`src/mrp_pkg.sv`:
```
// Package: shared types and codes for the min ratio path block
package mrp_pkg;

  typedef enum logic [4:0] {
    ST_IDLE,
    ST_SORT_RD,
    ST_SORT_KEY,
    ST_SORT_CMP,
    ST_SORT_WR,
    ST_PASS_INIT,
    ST_CLR,
    ST_EDGE_RD,
    ST_EDGE_WAIT,
    ST_FIND_A,
    ST_FIND_B,
    ST_UNION,
    ST_CHK_S,
    ST_CHK_T,
    ST_CMP_MUL,
    ST_CMP_DEC,
    ST_GCD,
    ST_DIV,
    ST_OUT
  } state_t;

  localparam logic [1:0] REG_NODE_COUNT  = 2'd0;
  localparam logic [1:0] REG_SOURCE_NODE = 2'd1;
  localparam logic [1:0] REG_TARGET_NODE = 2'd2;

  localparam int CfgDataBits = 10;
  localparam int NodeIdBits  = 9;
  localparam int OutBits     = 16;
  localparam int MaxNodes    = 512;
  localparam int WeightBits  = 16;

endpackage

```
`src/mrp_ctrl.sv`:
```
// Controller: sequencer for sort, union-find passes, compare and reduction
module mrp_ctrl (
  input  logic            clk,
  input  logic            rst,
  input  logic            start,
  input  logic            trivial,
  input  logic            no_run,
  input  logic            sort_done_all,
  input  logic            sort_shift,
  input  logic            sort_at_bottom,
  input  logic            clr_done,
  input  logic            pass_end,
  input  logic            pass_all_done,
  input  logic            edge_ok,
  input  logic            walk_done,
  input  logic            roots_differ,
  input  logic            joined,
  input  logic            gcd_done,
  input  logic            div_done,
  input  logic            out_taken,
  output mrp_pkg::state_t state
);

  mrp_pkg::state_t state_next;

  always_ff @(posedge clk) begin
    if (rst) state <= mrp_pkg::ST_IDLE;
    else state <= state_next;
  end

  always_comb begin
    state_next = state;
    case (state)
      mrp_pkg::ST_IDLE: begin
        if (start) begin
          if (trivial || no_run) state_next = mrp_pkg::ST_GCD;
          else state_next = mrp_pkg::ST_SORT_RD;
        end
      end
      mrp_pkg::ST_SORT_RD: begin
        if (sort_done_all) state_next = mrp_pkg::ST_PASS_INIT;
        else state_next = mrp_pkg::ST_SORT_KEY;
      end
      mrp_pkg::ST_SORT_KEY: state_next = mrp_pkg::ST_SORT_CMP;
      mrp_pkg::ST_SORT_CMP: begin
        if (sort_shift && !sort_at_bottom) state_next = mrp_pkg::ST_SORT_CMP;
        else state_next = mrp_pkg::ST_SORT_WR;
      end
      mrp_pkg::ST_SORT_WR: state_next = mrp_pkg::ST_SORT_RD;
      mrp_pkg::ST_PASS_INIT: begin
        if (pass_all_done) state_next = mrp_pkg::ST_GCD;
        else state_next = mrp_pkg::ST_CLR;
      end
      mrp_pkg::ST_CLR: if (clr_done) state_next = mrp_pkg::ST_EDGE_RD;
      mrp_pkg::ST_EDGE_RD: begin
        if (pass_end) state_next = mrp_pkg::ST_PASS_INIT;
        else state_next = mrp_pkg::ST_EDGE_WAIT;
      end
      mrp_pkg::ST_EDGE_WAIT: begin
        if (edge_ok) state_next = mrp_pkg::ST_FIND_A;
        else state_next = mrp_pkg::ST_CHK_S;
      end
      mrp_pkg::ST_FIND_A: if (walk_done) state_next = mrp_pkg::ST_FIND_B;
      mrp_pkg::ST_FIND_B: begin
        if (walk_done) begin
          if (roots_differ) state_next = mrp_pkg::ST_UNION;
          else state_next = mrp_pkg::ST_CHK_S;
        end
      end
      mrp_pkg::ST_UNION: state_next = mrp_pkg::ST_CHK_S;
      mrp_pkg::ST_CHK_S: if (walk_done) state_next = mrp_pkg::ST_CHK_T;
      mrp_pkg::ST_CHK_T: begin
        if (walk_done) begin
          if (joined) state_next = mrp_pkg::ST_CMP_MUL;
          else state_next = mrp_pkg::ST_EDGE_RD;
        end
      end
      mrp_pkg::ST_CMP_MUL: state_next = mrp_pkg::ST_CMP_DEC;
      mrp_pkg::ST_CMP_DEC: state_next = mrp_pkg::ST_PASS_INIT;
      mrp_pkg::ST_GCD: if (gcd_done) state_next = mrp_pkg::ST_DIV;
      mrp_pkg::ST_DIV: if (div_done) state_next = mrp_pkg::ST_OUT;
      mrp_pkg::ST_OUT: if (out_taken) state_next = mrp_pkg::ST_IDLE;
      default: state_next = mrp_pkg::ST_IDLE;
    endcase
  end

endmodule

```
`config.mk`:
```
export PLATFORM = sky130hd
export DESIGN_NAME = mrp_ctrl
export DESIGN_NICKNAME = d
export VERILOG_FILES = /design/src/mrp_pkg.sv /design/src/mrp_ctrl.sv
export SDC_FILE = /design/constraint.sdc
export NUM_CORES = 1
export LEC_CHECK = 0
export BUFFER_PORTS_ARGS = -buffer_cell sky130_fd_sc_hd__buf_2
export CAP_MARGIN = 15
export CORE_AREA = 4 4 41 43
export CTS_BUF_LIST = sky130_fd_sc_hd__clkbuf_8
export CTS_CLUSTER_SIZE = 30
export DETAILED_ROUTE_END_ITERATION = 8
export DIE_AREA = 0 0 45 47
export GPL_TIMING_DRIVEN = 0
export PLACE_DENSITY = 0.81
export SETUP_SLACK_MARGIN = 0.1
export SYNTH_ARGS = -nofsm -noshare
export SYNTH_HDL_FRONTEND = slang
export SYNTH_SLANG_ARGS = --single-unit
```
`constraint.sdc`:
```
create_clock -name clk -period 1.8 [get_ports clk]
set_input_delay 0.45 -clock clk [delete_from_list [all_inputs] [get_ports clk]]
set_output_delay 0.45 -clock clk [all_outputs]
set_load 0.01 [all_outputs]
```
After elaboration in Yosys (flattened, before gate mapping)
Index checks and enable logic that the tools add are counted.
{"block": "totals", "reg_bits": 5, "elab_cells": 51, "output_inout_bits": 5, "input_bits": 18}
{"block": "classes", "n_mux": 18, "reduce_logical": 5, "eq_ne": 27}
{"cell": "5-bit one-hot mux with 19 select lines", "count": 1}
{"cell": "5-bit two-way mux", "count": 11}
{"cell": "5-bit by 4-bit == test with 1-bit output (second input constant)", "count": 8}
{"cell": "5-bit by 3-bit == test with 1-bit output (second input constant)", "count": 4}
{"cell": "2-bit inequality test (second input constant)", "count": 9}
{"cell": "5-bit == test (second input constant)", "count": 3}
{"cell": "3-bit two-way mux", "count": 4}
{"cell": "5-bit by 2-bit == test with 1-bit output (second input constant)", "count": 2}
{"cell": "9-bit AND reduction", "count": 1}
{"cell": "4-bit two-way mux", "count": 2}
{"cell": "5-bit by 1-bit == test with 1-bit output (second input constant)", "count": 1}
{"cell": "5-bit logical NOT", "count": 1}
{"cell": "1-bit logical AND", "count": 1}
{"cell": "1-bit logical NOT", "count": 1}
{"cell": "1-bit logical OR", "count": 1}

Logic depth before layout (Yosys ltp)
{"block": "depth", "ltp_word": 4, "ltp_mapped": 7, "mapped_depth_nobuf": 5}

Worst setup path after synthesis
No wires, ideal clock.
{"block": "synth_timing", "kind": "register to register", "from": "register state[0]", "to": "register state[4]", "path_buffers": 1, "synth_period_minus_slack_ps": 1501, "setup_ps": 114, "arrival_ps": 1386, "required_ps": 1686, "setup_slack_ps": 299, "path_stages_with_launch": 7, "cell_sequence": "dfxtp_1 > buf_6 > or3_4 > nand4b_2 > o2111a_4 > mux2i_1 > nor2_1"}
{"block": "synth_via", "elab_chain_len": 3, "elab_cells_between_ends": 30, "cone_classes": "eq/ne: 27; mux: 1; reduce/logical: 2"}
{"element": "from (decl)", "line_no": "mrp_ctrl.sv:21", "text": "output mrp_pkg::state_t state"}
{"element": "from (signal assigned)", "line_no": "mrp_ctrl.sv:27", "text": "if (rst) state <= mrp_pkg::ST_IDLE;"}
{"element": "from (signal assigned)", "line_no": "mrp_ctrl.sv:28", "text": "else state <= state_next;"}
{"element": "5-bit == test (tied with other cells)", "line_no": "mrp_ctrl.sv:33", "text": "case (state)"}
{"element": "2-bit inequality test (no source line)"}
{"element": "9-bit AND reduction (no source line)"}
Several ways; a longest one is shown, not always the timed one.
A chain may end at the register's enable or synchronous reset.

Worst setup path in the final report
{"block": "layout_timing", "from": "register state[3]", "to": "register state[0]"}
The elaborated chain is that of the path after synthesis.

==> reports/qor.json <==
{
  "status": {
    "result_of_the_run": "finished clean"
  },
  "detailed_routing": {
    "initialDrtViolationCount": 23,
    "ant_nets": 0,
    "routed_wire_length_per_instance_um": 14.64,
    "drc_errors": 0,
    "route.final.wire_length_um": 1772,
    "via_density_per_instance": 6.008,
    "vias": 727,
    "drt_first_pass_iters": 4
  },
  "critical_path": {
    "rr_worst_depth": 5,
    "worstSetupEndpointType": "flip-flop",
    "critPathKind": "flip-flop to flip-flop",
    "crit_path_start_kind": "flip-flop",
    "worst_ep_arrival_time_ps": 1710,
    "critical_path_peak_fanout": 10,
    "crit_required_ps": 1890
  },
  "synthesis": {
    "ys_seq_area_share_pct": 16.67,
    "synth-seq-cells": 5,
    "post-synth-top-area-cell": "dfxtp_1",
    "netlist.area_leader.share_pct": 16.67,
    "synthTopCellsByArea": "dfxtp_1 (17%), mux2i_1 (6.7%), nand2b_1 (6.3%)",
    "edff_count_synth": 0,
    "post_synth_num_cell_types": 35,
    "synth_fp_nets": 98,
    "async_flop_share_pct": 0,
    "synth-main-ff-cell": "dfxtp_1",
    "synth_warnings": 0,
    "synth.avg_cell_area_um2": 7.507,
    "post_synth_instance_area_um2": 600.6,
    "netlist_instances": 80
  },
  "cts": {
    "postCtsSetupRepairBufs": 0,
    "cts_made_buffers": 3,
    "cts_tree": "done",
    "clkLatencyLatePin_ps": 230,
    "clk_transition_reported_paths_ps": 40,
    "cts_max_path_buffers": 2,
    "cts-root-buf": "clkbuf_8",
    "post_cts_hold_buffer_count": 0,
    "cts_num_sinks": 5,
    "htree_num_levels": 1
  },
  "sta": {
    "grt_setup_unrepaired": "no",
    "period_minus_slack_ps": 1615,
    "timing.clock.skew_ps": 1.266,
    "timing.hold.ws_ps": 442.4,
    "worst_slew_pin_slew_ps": 369.2,
    "timing.slew.headroom_pct": 75.30,
    "setup-tns-final_ps": 0,
    "fmax_mhz": 619.4,
    "final_hold_viol_count": 0,
    "period_share_pct": 89.70,
    "setup_viol_count_final": 0,
    "drv_slew": 0
  },
  "power_and_ir_drop": {
    "ir_worst_vdd_mv": 0.6357,
    "cellPowerDensity_nw_per_um2": 1132,
    "total_leakage_power_nw": 0.3497
  },
  "floorplanning": {
    "num_io_pins": 23,
    "fp.coreArea_um2": 1301,
    "initial_utilization_pct": 46.15,
    "fp.dieH_um": 47,
    "chipWidth_um": 45,
    "placementRows": 13,
    "die_area_um2": 2115
  },
  "placed_design": {
    "dp_hpwl_um": 1323,
    "gpl.final_weighted_congestion": 0.8744,
    "port-buffer-count": 22
  },
  "grt": {
    "grt_max_degree": 11,
    "groute.layer.met1.usage_pct": 24.04,
    "initial_antenna_violation_count": 0,
    "met3_usage_pct": 1.149,
    "grt_pass1_wl_um": 2780,
    "groute.usage.overall_pct": 17.68,
    "grt_overflow_total": 0,
    "first_global_vias": 645,
    "top_usage_layer": "met2",
    "use_met2_pct": 29.10
  },
  "layout": {
    "top_regs": "state x5",
    "multi_input_comb_area_um2": 456.7,
    "n_fill_cell": 135,
    "layout.area.seq_um2": 101.3,
    "area_growth_pct": 29.17,
    "number_of_flip_flops_in_the_largest_register": 5,
    "final_common_cell": "buf_2",
    "nNetsFinal": 125,
    "max_flop_register": "state",
    "diodes": 0,
    "layout.cells.most_common_list": "buf_2 (27), nor2_1 (8), nand2b_1 (6)",
    "layout-drive-gt1-share_pct": 34.91
  },
  "hold_path": {
    "timing.hold.worst_path_depth": 2,
    "timing.hold.worst.class": "primary input to flip-flop"
  },
  "flow_run": {
    "maxCapViolCount": 0
  }
}
==> Yosys cell counts, types with 2 or more instances <==
master    n
nand2_1   5
buf_2     5
o211ai_1  2
dfxtp_1   5
nand4b_1  2
nand2b_1  6
mux2i_1   4
o21ai_1   2
o21ai_0   4
nor3b_1   2
nor2b_1   3
a21oi_1   4
nand3b_1  2
a211oi_1  2
nand3_1   4
nor4_1    2
nor2_1    8
==> power by group <==
group	internal [mW]	leakage [nW]	total [mW]	switching, mW
Clock	0.147	0.0269	0.212	0.0654
Combinational	0.221	0.282	0.490	0.269
Sequential	0.138	0.0413	0.175	0.0373
==> critical path, stage by stage (launching register included) <==
cell and delay, ps:
dfxtp_1 390, buf_2 240, a21boi_0 240, a211oi_1 80, o41ai_1 410, mux2i_1 120
==> path summary, 6_finish.rpt <==
path | from | end | slack, ps
max reg2reg | state[3] | state[0] | 190
min reg2reg | state[1] | state[1] | 710
max | state[3] | state[0] | 190
min | rst | state[3] | 440
==> kinds of logic (layout without fill, tap and decap cells) <==
family	Yosys count	after routing	synth area share (%)
AO/OA/AOI/OAI	21	21	24.38
AND/OR/NAND/NOR	42	42	45.00
buffers and inverters	8	34	7.290
flip-flops	5	5	16.67
multiplexers	4	4	6.667
==> per-layer routing <==
| metal | routed length [µm] | up-vias | share of wire [%] |
|---|---|---|---|
| met5 | 0 | - | 0 |
| met4 | 13 | 0 | 0.73 |
| met3 | 162 | 3 | 9.1 |
| met2 | 840 | 34 | 47 |
| met1 | 755 | 341 | 43 |
| li1 | - | 349 | - |
==> metrics by stage <==
step / util [%] / total power, mW / instance area, µm² / worst slack (ps) / std cells
floorplan: - / 0.5297 / 600.6 / 299.1 / 80
finish: 59.62 / 0.8778 / 775.7 / 185.4 / 121
global placement: 56.06 / 0.6456 / 729.5 / 220.8 / 117
global route: 59.62 / 0.9317 / 775.7 / 132.7 / 121
CTS: 59.52 / 0.8716 / 774.5 / 168.8 / 121
detailed placement: 56.06 / 0.6578 / 729.5 / 178.9 / 117
==> cell type report <==
type	count	area share, %
Multi-Input combinational cell	67	58.87
Timing Repair Buffer	22	14.19
Sequential cell	5	13.06
Clock buffer	3	5.323
Buffer	6	4.677
Tap cell	15	2.419
Inverter	2	0.9677
Clock inverter	1	0.4839
==> timing repair <==
| item | CTS | global route |
|---|---|---|
| hold endpoints to repair | 0 | 0 |
| endpoints found under the setup margin | 0 | 2 |
| gates resized for setup | 0 | 1 |
Power figures use the tool's default switching activity.
